==> config.mk <==
export PLATFORM = sky130hd
export DESIGN_NAME = windowed_level_stats_histogram_unit
export DESIGN_NICKNAME = d
export VERILOG_FILES = /design/src/rtl/wlsh_pkg.sv /design/src/rtl/windowed_level_stats_histogram_unit.sv /design/src/rtl/wlsh_ram.sv /design/src/rtl/wlsh_div.sv /design/src/rtl/wlsh_datapath.sv /design/src/rtl/wlsh_ctrl.sv
export SDC_FILE = /design/constraint.sdc
export NUM_CORES = 2
export LEC_CHECK = 0
export BUFFER_PORTS_ARGS = -buffer_cell sky130_fd_sc_hd__buf_4
export CORE_UTILIZATION = 48
export CTS_CLUSTER_SIZE = 25
export DETAILED_ROUTE_END_ITERATION = 6
export MAX_ROUTING_LAYER = met4
export SYNTH_ARGS = -nofsm -noshare
export SYNTH_HDL_FRONTEND = slang
export SYNTH_SLANG_ARGS = --single-unit
==> constraint.sdc <==
create_clock -name clk_i -period 10.3 [get_ports clk_i]
set_input_delay 3.09 -clock clk_i [delete_from_list [all_inputs] [get_ports clk_i]]
set_output_delay 3.09 -clock clk_i [all_outputs]
set_load 0.03 [all_outputs]
==> src/rtl/wlsh_pkg.sv <==
`timescale 1ns / 1ps

package wlsh_pkg;

  localparam int DEF_HIST_BINS    = 66;
  localparam int DEF_NUM_SEGMENTS = 10;

  localparam int SAMPLE_W  = 16;
  localparam int COUNT_W   = 10;
  localparam int LEN_W     = 10;
  localparam int SUM_W     = 26;
  localparam int BIN_W     = 7;
  localparam int BAR_W     = 4;
  localparam int IDX_W     = 6;
  localparam int DIVISOR_W = 16;
  localparam int APB_AW    = 3;
  localparam int APB_DW    = 32;

  localparam logic [LEN_W-1:0] LEN_RESET = 10'd100;

  // bin = sample / 1000 as (sample * ceil(2^26 / 1000)) >> 26, exact for 16-bit samples.
  localparam int                  BIN_SHIFT = 26;
  localparam int                  PROD_W    = SAMPLE_W + 17;
  localparam logic [PROD_W-1:0]   BIN_RECIP = 33'd67109;

  localparam logic [0:0] REG_WINDOW_LENGTH = 1'b0;

  typedef enum logic [3:0] {
    ST_CLEAR,
    ST_IDLE,
    ST_READ,
    ST_WRITE,
    ST_AVG_GO,
    ST_AVG_WAIT,
    ST_BAR_GO,
    ST_BAR_WAIT,
    ST_RPT_RD,
    ST_RPT_OUT
  } ctrl_state_e;

  typedef struct packed {
    logic accept;
    logic rd_bin;
    logic upd;
    logic clr_step;
    logic avg_go;
    logic avg_take;
    logic bar_set;
    logic bar_go;
    logic bar_take;
    logic rpt_rd;
    logic rpt_out;
    logic ptr_clr;
  } ctrl_cmd_t;

  typedef struct packed {
    logic win_end;
    logic clr_last;
    logic div_done;
    logic bar_direct;
    logic rpt_last;
  } dp_status_t;

endpackage

==> src/rtl/windowed_level_stats_histogram_unit.sv <==
`timescale 1ns / 1ps

// A sample that does not close a window goes through READ and WRITE; WRITE may accept the next sample.
// A closing sample keeps busy high through the 26-step bit-serial divider, used for the average
// and, unless the bar level is set directly, again for the bar, and one RAM pair read per result.
// Results come out one per cycle with no stall from the receiver.
// After reset the histogram RAM is cleared pair by pair while busy stays high.
module windowed_level_stats_histogram_unit #(
  parameter int HIST_BINS    = wlsh_pkg::DEF_HIST_BINS,
  parameter int NUM_SEGMENTS = wlsh_pkg::DEF_NUM_SEGMENTS
) (
  input  logic                          clk_i,
  input  logic                          rst_ni,
  input  logic                          start,
  output logic                          busy,
  input  logic                          psel,
  input  logic                          penable,
  input  logic                          pwrite,
  input  logic [wlsh_pkg::APB_AW-1:0]    paddr,
  input  logic [wlsh_pkg::APB_DW-1:0]    pwdata,
  output logic [wlsh_pkg::APB_DW-1:0]    prdata,
  output logic                          pready,
  input  logic [wlsh_pkg::SAMPLE_W-1:0]  sample_i,
  input  logic [wlsh_pkg::SAMPLE_W-1:0]  reference_level_i,
  output logic                          result_valid_o,
  output logic [wlsh_pkg::IDX_W-1:0]     pair_index_o,
  output logic [wlsh_pkg::COUNT_W-1:0]   count_even_o,
  output logic [wlsh_pkg::COUNT_W-1:0]   count_odd_o,
  output logic [wlsh_pkg::SAMPLE_W-1:0]  window_min_o,
  output logic [wlsh_pkg::SAMPLE_W-1:0]  window_max_o,
  output logic [wlsh_pkg::SAMPLE_W-1:0]  window_average_o,
  output logic [wlsh_pkg::BAR_W-1:0]     bar_level_o,
  output logic                          last_o
);
  import wlsh_pkg::*;

  ctrl_cmd_t        cmd;
  dp_status_t       status;
  logic             len_we;
  logic [LEN_W-1:0] len;
  logic [0:0]       reg_sel;

  assign reg_sel = paddr[APB_AW-1 -: 1];
  assign pready  = 1'b1;
  assign len_we  = psel && penable && pwrite && (reg_sel == REG_WINDOW_LENGTH);
  assign prdata  = (reg_sel == REG_WINDOW_LENGTH) ? APB_DW'(len) : '0;

  wlsh_ctrl u_ctrl (
    .clk_i   (clk_i),
    .rst_ni  (rst_ni),
    .start   (start),
    .busy    (busy),
    .status_i(status),
    .cmd_o   (cmd)
  );

  wlsh_datapath #(
    .HIST_BINS   (HIST_BINS),
    .NUM_SEGMENTS(NUM_SEGMENTS)
  ) u_datapath (
    .clk_i            (clk_i),
    .rst_ni           (rst_ni),
    .cmd_i            (cmd),
    .status_o         (status),
    .len_we_i         (len_we),
    .len_wdata_i      (pwdata[LEN_W-1:0]),
    .len_o            (len),
    .sample_i         (sample_i),
    .reference_level_i(reference_level_i),
    .result_valid_o   (result_valid_o),
    .pair_index_o     (pair_index_o),
    .count_even_o     (count_even_o),
    .count_odd_o      (count_odd_o),
    .window_min_o     (window_min_o),
    .window_max_o     (window_max_o),
    .window_average_o (window_average_o),
    .bar_level_o      (bar_level_o),
    .last_o           (last_o)
  );

endmodule

==> src/rtl/wlsh_ram.sv <==
`timescale 1ns / 1ps

module wlsh_ram #(
  parameter int WIDTH = 20,
  parameter int DEPTH = 33
) (
  input  logic                     clk_i,
  input  logic                     we_i,
  input  logic [$clog2(DEPTH)-1:0] waddr_i,
  input  logic [WIDTH-1:0]         wdata_i,
  input  logic [$clog2(DEPTH)-1:0] raddr_i,
  output logic [WIDTH-1:0]         rdata_o
);

  logic [WIDTH-1:0] mem_q [DEPTH];
  logic [WIDTH-1:0] rdata_q;

  always_ff @(posedge clk_i) begin
    if (we_i) begin
      mem_q[waddr_i] <= wdata_i;
    end
    rdata_q <= mem_q[raddr_i];
  end

  assign rdata_o = rdata_q;

endmodule

==> src/rtl/wlsh_div.sv <==
`timescale 1ns / 1ps

module wlsh_div (
  input  logic                          clk_i,
  input  logic                          rst_ni,
  input  logic                          start_i,
  input  logic [wlsh_pkg::SUM_W-1:0]     dividend_i,
  input  logic [wlsh_pkg::DIVISOR_W-1:0] divisor_i,
  output logic                          done_o,
  output logic [wlsh_pkg::SUM_W-1:0]     quotient_o
);
  import wlsh_pkg::*;

  localparam int CNT_W = $clog2(SUM_W);

  logic [DIVISOR_W-1:0] rem_q, rem_d;
  logic [SUM_W-1:0]     quo_q, quo_d;
  logic [DIVISOR_W-1:0] dvs_q;
  logic [CNT_W-1:0]     cnt_q;
  logic                 run_q;
  logic                 done_q;
  logic [DIVISOR_W:0]   shifted;
  logic [DIVISOR_W:0]   diff;
  logic                 ge;

  always_comb begin
    shifted = {rem_q, quo_q[SUM_W-1]};
    ge      = shifted >= {1'b0, dvs_q};
    diff    = shifted - {1'b0, dvs_q};
    rem_d   = ge ? diff[DIVISOR_W-1:0] : shifted[DIVISOR_W-1:0];
    quo_d   = {quo_q[SUM_W-2:0], ge};
  end

  always_ff @(posedge clk_i or negedge rst_ni) begin
    if (!rst_ni) begin
      run_q  <= 1'b0;
      done_q <= 1'b0;
      cnt_q  <= '0;
    end else begin
      done_q <= 1'b0;
      if (start_i) begin
        run_q <= 1'b1;
        cnt_q <= CNT_W'(SUM_W - 1);
      end else if (run_q) begin
        cnt_q <= cnt_q - 1'b1;
        if (cnt_q == '0) begin
          run_q  <= 1'b0;
          done_q <= 1'b1;
        end
      end
    end
  end

  always_ff @(posedge clk_i) begin
    if (start_i) begin
      rem_q <= '0;
      quo_q <= dividend_i;
      dvs_q <= divisor_i;
    end else if (run_q) begin
      rem_q <= rem_d;
      quo_q <= quo_d;
    end
  end

  assign done_o     = done_q;
  assign quotient_o = quo_q;

endmodule

==> src/rtl/wlsh_datapath.sv <==
`timescale 1ns / 1ps

module wlsh_datapath #(
  parameter int HIST_BINS    = wlsh_pkg::DEF_HIST_BINS,
  parameter int NUM_SEGMENTS = wlsh_pkg::DEF_NUM_SEGMENTS
) (
  input  logic                          clk_i,
  input  logic                          rst_ni,
  input  wlsh_pkg::ctrl_cmd_t            cmd_i,
  output wlsh_pkg::dp_status_t           status_o,
  input  logic                          len_we_i,
  input  logic [wlsh_pkg::LEN_W-1:0]     len_wdata_i,
  output logic [wlsh_pkg::LEN_W-1:0]     len_o,
  input  logic [wlsh_pkg::SAMPLE_W-1:0]  sample_i,
  input  logic [wlsh_pkg::SAMPLE_W-1:0]  reference_level_i,
  output logic                          result_valid_o,
  output logic [wlsh_pkg::IDX_W-1:0]     pair_index_o,
  output logic [wlsh_pkg::COUNT_W-1:0]   count_even_o,
  output logic [wlsh_pkg::COUNT_W-1:0]   count_odd_o,
  output logic [wlsh_pkg::SAMPLE_W-1:0]  window_min_o,
  output logic [wlsh_pkg::SAMPLE_W-1:0]  window_max_o,
  output logic [wlsh_pkg::SAMPLE_W-1:0]  window_average_o,
  output logic [wlsh_pkg::BAR_W-1:0]     bar_level_o,
  output logic                          last_o
);
  import wlsh_pkg::*;

  localparam int                 PAIRS     = (HIST_BINS + 1) / 2;
  localparam int                 PAIR_AW   = $clog2(PAIRS);
  localparam int                 PAIR_W    = 2 * COUNT_W;
  localparam logic [BIN_W:0]     BIN_LIMIT = (BIN_W + 1)'(HIST_BINS);
  localparam logic [PAIR_AW-1:0] PAIR_LAST = PAIR_AW'(PAIRS - 1);
  localparam logic [BAR_W-1:0]   BAR_FULL  = BAR_W'(NUM_SEGMENTS);

  logic [SAMPLE_W-1:0] sample_q;
  logic [SAMPLE_W-1:0] ref_q;
  logic [BIN_W-1:0]    bin_q, bin_d;
  logic [PROD_W-1:0]   bin_prod;
  logic [SAMPLE_W-1:0] min_q, max_q;
  logic [SUM_W-1:0]    sum_q;
  logic [COUNT_W-1:0]  cnt_q;
  logic [LEN_W-1:0]    len_q;
  logic [LEN_W:0]      len_eff;
  logic [COUNT_W:0]    cnt_next;
  logic [PAIR_AW-1:0]  ptr_q;
  logic [PAIR_AW-1:0]  rd_idx_q;
  logic [SAMPLE_W-1:0] avg_q;
  logic [BAR_W-1:0]    bar_q;
  logic                win_clr;
  logic                in_range;

  logic                ram_we;
  logic [PAIR_AW-1:0]  ram_waddr;
  logic [PAIR_W-1:0]   ram_wdata;
  logic [PAIR_AW-1:0]  ram_raddr;
  logic [PAIR_W-1:0]   ram_rdata;
  logic [COUNT_W-1:0]  even_inc, odd_inc;

  logic                div_start;
  logic [SUM_W-1:0]    div_dividend;
  logic [DIVISOR_W-1:0] div_divisor;
  logic                div_done;
  logic [SUM_W-1:0]    div_quo;
  logic [SUM_W-1:0]    seg_prod;

  logic                valid_q;
  logic [IDX_W-1:0]    out_idx_q;
  logic [COUNT_W-1:0]  out_even_q, out_odd_q;
  logic [SAMPLE_W-1:0] out_min_q, out_max_q, out_avg_q;
  logic [BAR_W-1:0]    out_bar_q;
  logic                out_last_q;

  always_comb begin
    bin_prod = PROD_W'(sample_q) * BIN_RECIP;
    bin_d    = bin_prod[BIN_SHIFT +: BIN_W];
    in_range = {1'b0, bin_q} < BIN_LIMIT;
    len_eff  = (len_q == '0) ? (LEN_W + 1)'(1) : {1'b0, len_q};
    cnt_next = {1'b0, cnt_q} + 1'b1;
    even_inc = ram_rdata[COUNT_W-1:0] + 1'b1;
    odd_inc  = ram_rdata[PAIR_W-1:COUNT_W] + 1'b1;
    win_clr  = cmd_i.rpt_out && status_o.rpt_last;
  end

  always_comb begin
    status_o.win_end    = cnt_next >= len_eff;
    status_o.clr_last   = ptr_q == PAIR_LAST;
    status_o.div_done   = div_done;
    status_o.bar_direct = (avg_q > ref_q) || (ref_q == '0);
    status_o.rpt_last   = rd_idx_q == PAIR_LAST;
  end

  always_comb begin
    ram_raddr = cmd_i.rd_bin ? PAIR_AW'(bin_d >> 1) : ptr_q;
    ram_we    = 1'b0;
    ram_waddr = ptr_q;
    ram_wdata = '0;
    if (cmd_i.upd) begin
      ram_we    = in_range;
      ram_waddr = PAIR_AW'(bin_q >> 1);
      ram_wdata = bin_q[0] ? {odd_inc, ram_rdata[COUNT_W-1:0]}
                           : {ram_rdata[PAIR_W-1:COUNT_W], even_inc};
    end else if (cmd_i.clr_step) begin
      ram_we    = 1'b1;
      ram_waddr = ptr_q;
    end else if (cmd_i.rpt_out) begin
      ram_we    = 1'b1;
      ram_waddr = rd_idx_q;
    end
  end

  wlsh_ram #(
    .WIDTH(PAIR_W),
    .DEPTH(PAIRS)
  ) u_bins (
    .clk_i  (clk_i),
    .we_i   (ram_we),
    .waddr_i(ram_waddr),
    .wdata_i(ram_wdata),
    .raddr_i(ram_raddr),
    .rdata_o(ram_rdata)
  );

  always_comb begin
    seg_prod     = SUM_W'(NUM_SEGMENTS) * SUM_W'(avg_q);
    div_start    = cmd_i.avg_go || cmd_i.bar_go;
    div_dividend = cmd_i.avg_go ? sum_q : seg_prod;
    div_divisor  = cmd_i.avg_go ? DIVISOR_W'(cnt_q) : ref_q;
  end

  wlsh_div u_div (
    .clk_i     (clk_i),
    .rst_ni    (rst_ni),
    .start_i   (div_start),
    .dividend_i(div_dividend),
    .divisor_i (div_divisor),
    .done_o    (div_done),
    .quotient_o(div_quo)
  );

  always_ff @(posedge clk_i or negedge rst_ni) begin
    if (!rst_ni) begin
      len_q    <= LEN_RESET;
      min_q    <= '1;
      max_q    <= '0;
      sum_q    <= '0;
      cnt_q    <= '0;
      ptr_q    <= '0;
      rd_idx_q <= '0;
      valid_q  <= 1'b0;
    end else begin
      if (len_we_i) begin
        len_q <= len_wdata_i;
      end
      if (win_clr) begin
        min_q <= '1;
        max_q <= '0;
        sum_q <= '0;
        cnt_q <= '0;
      end else if (cmd_i.upd) begin
        if (sample_q < min_q) begin
          min_q <= sample_q;
        end
        if (sample_q > max_q) begin
          max_q <= sample_q;
        end
        sum_q <= sum_q + SUM_W'(sample_q);
        cnt_q <= cnt_next[COUNT_W-1:0];
      end
      if (cmd_i.ptr_clr) begin
        ptr_q <= '0;
      end else if (cmd_i.clr_step || cmd_i.rpt_rd || cmd_i.rpt_out) begin
        ptr_q <= ptr_q + 1'b1;
      end
      if (cmd_i.rpt_rd || cmd_i.rpt_out) begin
        rd_idx_q <= ptr_q;
      end
      valid_q <= cmd_i.rpt_out;
    end
  end

  always_ff @(posedge clk_i) begin
    if (cmd_i.accept) begin
      sample_q <= sample_i;
      ref_q    <= reference_level_i;
    end
    if (cmd_i.rd_bin) begin
      bin_q <= bin_d;
    end
    if (cmd_i.avg_take) begin
      avg_q <= div_quo[SAMPLE_W-1:0];
    end
    if (cmd_i.bar_set) begin
      bar_q <= (avg_q > ref_q) ? BAR_FULL : '0;
    end else if (cmd_i.bar_take) begin
      bar_q <= div_quo[BAR_W-1:0];
    end
    if (cmd_i.rpt_out) begin
      out_idx_q  <= IDX_W'(rd_idx_q);
      out_even_q <= ram_rdata[COUNT_W-1:0];
      out_odd_q  <= ram_rdata[PAIR_W-1:COUNT_W];
      out_min_q  <= min_q;
      out_max_q  <= max_q;
      out_avg_q  <= avg_q;
      out_bar_q  <= bar_q;
      out_last_q <= status_o.rpt_last;
    end
  end

  assign len_o            = len_q;
  assign result_valid_o   = valid_q;
  assign pair_index_o     = out_idx_q;
  assign count_even_o     = out_even_q;
  assign count_odd_o      = out_odd_q;
  assign window_min_o     = out_min_q;
  assign window_max_o     = out_max_q;
  assign window_average_o = out_avg_q;
  assign bar_level_o      = out_bar_q;
  assign last_o           = out_last_q;

endmodule

==> src/rtl/wlsh_ctrl.sv <==
`timescale 1ns / 1ps

module wlsh_ctrl (
  input  logic                clk_i,
  input  logic                rst_ni,
  input  logic                start,
  output logic                busy,
  input  wlsh_pkg::dp_status_t status_i,
  output wlsh_pkg::ctrl_cmd_t  cmd_o
);
  import wlsh_pkg::*;

  ctrl_state_e state_q, state_d;

  always_ff @(posedge clk_i or negedge rst_ni) begin
    if (!rst_ni) begin
      state_q <= ST_CLEAR;
    end else begin
      state_q <= state_d;
    end
  end

  always_comb begin
    state_d = state_q;
    cmd_o   = '0;
    busy    = 1'b1;
    unique case (state_q)
      ST_CLEAR: begin
        cmd_o.clr_step = 1'b1;
        if (status_i.clr_last) begin
          cmd_o.ptr_clr = 1'b1;
          state_d       = ST_IDLE;
        end
      end
      ST_IDLE: begin
        busy = 1'b0;
        if (start) begin
          cmd_o.accept = 1'b1;
          state_d      = ST_READ;
        end
      end
      ST_READ: begin
        cmd_o.rd_bin = 1'b1;
        state_d      = ST_WRITE;
      end
      ST_WRITE: begin
        cmd_o.upd = 1'b1;
        if (status_i.win_end) begin
          state_d = ST_AVG_GO;
        end else begin
          busy = 1'b0;
          if (start) begin
            cmd_o.accept = 1'b1;
            state_d      = ST_READ;
          end else begin
            state_d = ST_IDLE;
          end
        end
      end
      ST_AVG_GO: begin
        cmd_o.avg_go = 1'b1;
        state_d      = ST_AVG_WAIT;
      end
      ST_AVG_WAIT: begin
        if (status_i.div_done) begin
          cmd_o.avg_take = 1'b1;
          state_d        = ST_BAR_GO;
        end
      end
      ST_BAR_GO: begin
        if (status_i.bar_direct) begin
          cmd_o.bar_set = 1'b1;
          state_d       = ST_RPT_RD;
        end else begin
          cmd_o.bar_go = 1'b1;
          state_d      = ST_BAR_WAIT;
        end
      end
      ST_BAR_WAIT: begin
        if (status_i.div_done) begin
          cmd_o.bar_take = 1'b1;
          state_d        = ST_RPT_RD;
        end
      end
      ST_RPT_RD: begin
        cmd_o.rpt_rd = 1'b1;
        state_d      = ST_RPT_OUT;
      end
      ST_RPT_OUT: begin
        cmd_o.rpt_out = 1'b1;
        if (status_i.rpt_last) begin
          cmd_o.ptr_clr = 1'b1;
          state_d       = ST_IDLE;
        end
      end
      default: begin
        state_d = ST_CLEAR;
      end
    endcase
  end

endmodule

==> flow_summary.yaml <==
status:
  outcome: "finished clean"
cts:
  htree_levels: 3
  cts-hold-fix-buffers: 0
  clock_sinks: 978
  clockBufferDepth: 3
  worstSkewPairLatency_ns: 0.70
  clkSlewWorstSetupHoldPaths_ns: 0.07
  postCtsSetupBuffers: 0
  numCtsBuffers: 101
  post_cts_resized: 0
  cts_tree: "done"
  clockRootBuffer: "clkbuf_16"
yosys:
  synth_top_area_share_pct: 55.5
  yosysSeqAreaShare_pct: 62.8
  syn_inst: 3658
  synth-seq-cells: 978
  synth_warnings: 0
  ys.flop_type: "edfxtp_1"
  async_flop_share_pct: 10.4
  netlist_area_um2: 45400
  synthTopCellsByArea: "edfxtp_1 56%, ha_1 7.0%, nand2_1 5.9%"
  synth_common_cells: "840 x edfxtp_1, 714 x nand2_1, 254 x ha_1, 181 x inv_1, 171 x nor2_1"
  syn_avg_cell_area_um2: 12.4
  yosysMostFrequentCell: "edfxtp_1"
  synth_top_area_cell: "edfxtp_1"
  synth_edf_count: 840
  synthDistinctLibCells: 87
setup_path:
  rrSetupSlack_ns: 2.53
  crit_type: "reg -> reg"
  slowest_delay_ns: 0.99
  crit_cells: 19
  critPathSlowestCell: "o311ai_0"
  worst-path-buf-inv: 1
  reg2reg_depth: 19
  crit_path_end: "u_datapath.u_bins.rdata_o[14]$_DFF_P_"
  crit_path_start: "u_datapath.sample_q[2]$_DFFE_PP_"
  cp_top_family: "adder cells"
  crit_path_frequent_cell: "fa_1"
  cp.required_ns: 10.81
  regToRegStartpoint: "u_datapath.sample_q[2]$_DFFE_PP_"
  reg2reg_to: "u_datapath.u_bins.rdata_o[14]$_DFF_P_"
  path_max_fanout: 37
  endpoint_kind: "flip-flop"
  crit_chain: "ha_1 -> ha_1 -> fa_1 -> fa_1 -> fa_1 -> fa_1 -> ha_1 -> and3_1 -> and4_1 -> a31oi_1 -> a31oi_4 -> a211oi_4 -> xnor2_2 -> nand2_1 -> nand2_2 -> buf_4 -> a311oi_1 -> o311ai_0 -> nand4_1"
  critPathLaunchType: "flip-flop"
  cp_data_arrival_time_ns: 8.28
detailed_routing:
  via_per_inst: 5.63
  ant_nets: 0
  drt-met1-wl_mm: 48.3
  highest_layer: "met4"
  wirelength_mm: 113
  wl_per_cell_um: 22.1
  num_vias: 28800
  drt_iter0_drc: 2423
  drt_pass1_iterations: 7
  wl_met3_mm: 5.31
  met2_length_mm: 56.4
  route.detailed.drc: 0
floorplan:
  die_y_um: 310
  dieArea_um2: 95900
  core_area_um2: 93600
  rows: 112
  ioPinCount: 187
  die_x_um: 310
  initial_utilization_pct: 48.5
sta:
  setup_viol: 0
  rsz0062_at_grt: "false"
  fin_crit_sh_pct: 75.4
  whs_ns: 0.413
  setup-tns-final_ns: 0
  finalMaxSlewViolations: 0
  post-route-min-period_ns: 7.77
  fin_worst_skew_ns: 0.0315
  max_slew.worst_pin.slew_ns: 1.24
  timing.slew.headroom_pct: 17.1
  hold_viol_final: 0
  fmax_mhz: 129
power:
  peakVddDrop_uv: 258
  p_clk_share_pct: 25.7
  power.switching_mw: 5.50
  cellLeakagePower_nw: 19.7
  power_density_nw_per_um2: 281
  cell_internal_pwr_mw: 8.91
  p_sw_share_pct: 38.2
  p_seq_share_pct: 36.0
  comb_power_share_pct: 38.3
grt:
  grt_max_degree: 143
  grt_pass1_vias: 28000
  grt_overflow: 0
  antenna_found_initial: 0
  grt_pass1_wl_mm: 171
  grtUsageTotal_pct: 24.5
final_layout:
  regArea_um2: 28500
  area_growth_pct: 12.9
  final_nets: 4153
  multi_input_area_um2: 15600
  diodes: 0
  nFillCells: 7877
  post-route-util_pct: 54.8
  drive_above_1_share_pct: 12.5
placed_design:
  place_hpwl_mm: 67.7
  gp_congestion: 0.834
  io_buffer_count: 139
hold_path:
  worstHoldPathType: "reg -> reg"
flow_run:
  cap_violations: 0
stage by stage:
| stage | std cells | power, mW | area [µm²] | worst slack, ns |
|---|---|---|---|---|
| finish | 5121 | 14.4 | 51300 | 2.53 |
| global route | 5121 | 15.3 | 51300 | 2.12 |
| CTS | 5121 | 14.5 | 51300 | 2.41 |
| detailed placement | 4935 | 10.8 | 47900 | 2.44 |
| global placement | 4935 | 10.7 | 47900 | 2.58 |
| floorplan | 3679 | 9.10 | 45500 | 1.97 |
routing by layer:
layer,up-vias,global-route usage (%)
li1,13600,-
met1,14300,31.3
met2,738,41.1
met3,178,2.78
met4,0,6.98
met5,-,-
how the worst min path moves through the flow:
stage                                           start                             endpoint  cells past startpoint
detailed placement  u_datapath.bar_q[0]$_SDFFCE_PP0P_  u_datapath.bar_level_o[0]$_DFFE_PP_                      0
global placement    u_datapath.bar_q[0]$_SDFFCE_PP0P_  u_datapath.bar_level_o[0]$_DFFE_PP_                      0
floorplan           u_datapath.bar_q[0]$_SDFFCE_PP0P_  u_datapath.bar_level_o[0]$_DFFE_PP_                      0
CTS                 u_datapath.bar_q[0]$_SDFFCE_PP0P_  u_datapath.bar_level_o[0]$_DFFE_PP_                      0
global route        u_datapath.bar_q[0]$_SDFFCE_PP0P_  u_datapath.bar_level_o[0]$_DFFE_PP_                      0
finish              u_datapath.bar_q[0]$_SDFFCE_PP0P_  u_datapath.bar_level_o[0]$_DFFE_PP_                      0
sequential cells by signal (all words and copies together) (netlist names), 20 cells and up:
signal / cells
u_datapath.u_bins.mem_q: 660
u_datapath.sum_q: 26
u_datapath.u_div.quotient_o: 26
u_datapath.u_bins.rdata_o: 20
power by group through the flow:
stage | Clock (mW) | Combinational [mW] | Sequential, mW
global route | 3.90 | 6.16 | 5.22
global placement | 0 | 5.48 | 5.26
detailed placement | 0 | 5.54 | 5.26
floorplan | 0 | 4.00 | 5.10
CTS | 3.75 | 5.57 | 5.19
finish | 3.70 | 5.52 | 5.19
kinds of logic (layout without fill, tap and decap cells):
family | count (synthesis) | count (layout) | share of synthesized area (%)
adder cells (fa/ha/maj) | 296 | 296 | 8.84
AO/OA/AOI/OAI | 530 | 530 | 8.12
buffers and inverters | 377 | 565 | 3.82
XOR/XNOR | 70 | 70 | 1.37
AND/OR/NAND/NOR | 1318 | 1318 | 13.0
flip-flops | 978 | 978 | 62.8
multiplexers | 87 | 87 | 2.07
other | 2 | 23 | 0.0165
cell type report:
class	instances	share of cell area, %
repair buffers	197	3.05
well taps	1254	3.06
inverters	182	1.33
multi-input cells	2324	30.4
flip-flops and latches	978	55.6
clock inverters	53	1.09
clock buffers	133	5.48
placed cells by master (no fill, tap or decap), types with 13 or more instances in the layout:
master / instances
edfxtp_1: 840
nand2_1: 711
ha_1: 254
buf_4: 190
inv_1: 181
o21ai_0: 136
nand3_1: 134
nor2_1: 121
clkbuf_16: 106
a311oi_1: 97
and3_1: 90
dfrtp_1: 83
a21oi_1: 65
nand4_1: 63
mux2i_1: 59
fa_1: 42
xnor2_1: 37
dfxtp_1: 36
a31oi_1: 35
xor2_1: 32
a21o_1: 32
nor3_1: 29
a211oi_1: 28
nor2_2: 27
and2_1: 26
mux2_2: 25
nor2_4: 24
conb_1: 23
clkinv_2: 22
clkbuf_1: 21
a32oi_1: 19
a22oi_1: 19
dfstp_2: 19
nor2b_1: 18
nand2b_1: 13
Note: power is estimated with default switching activity, not from simulation.
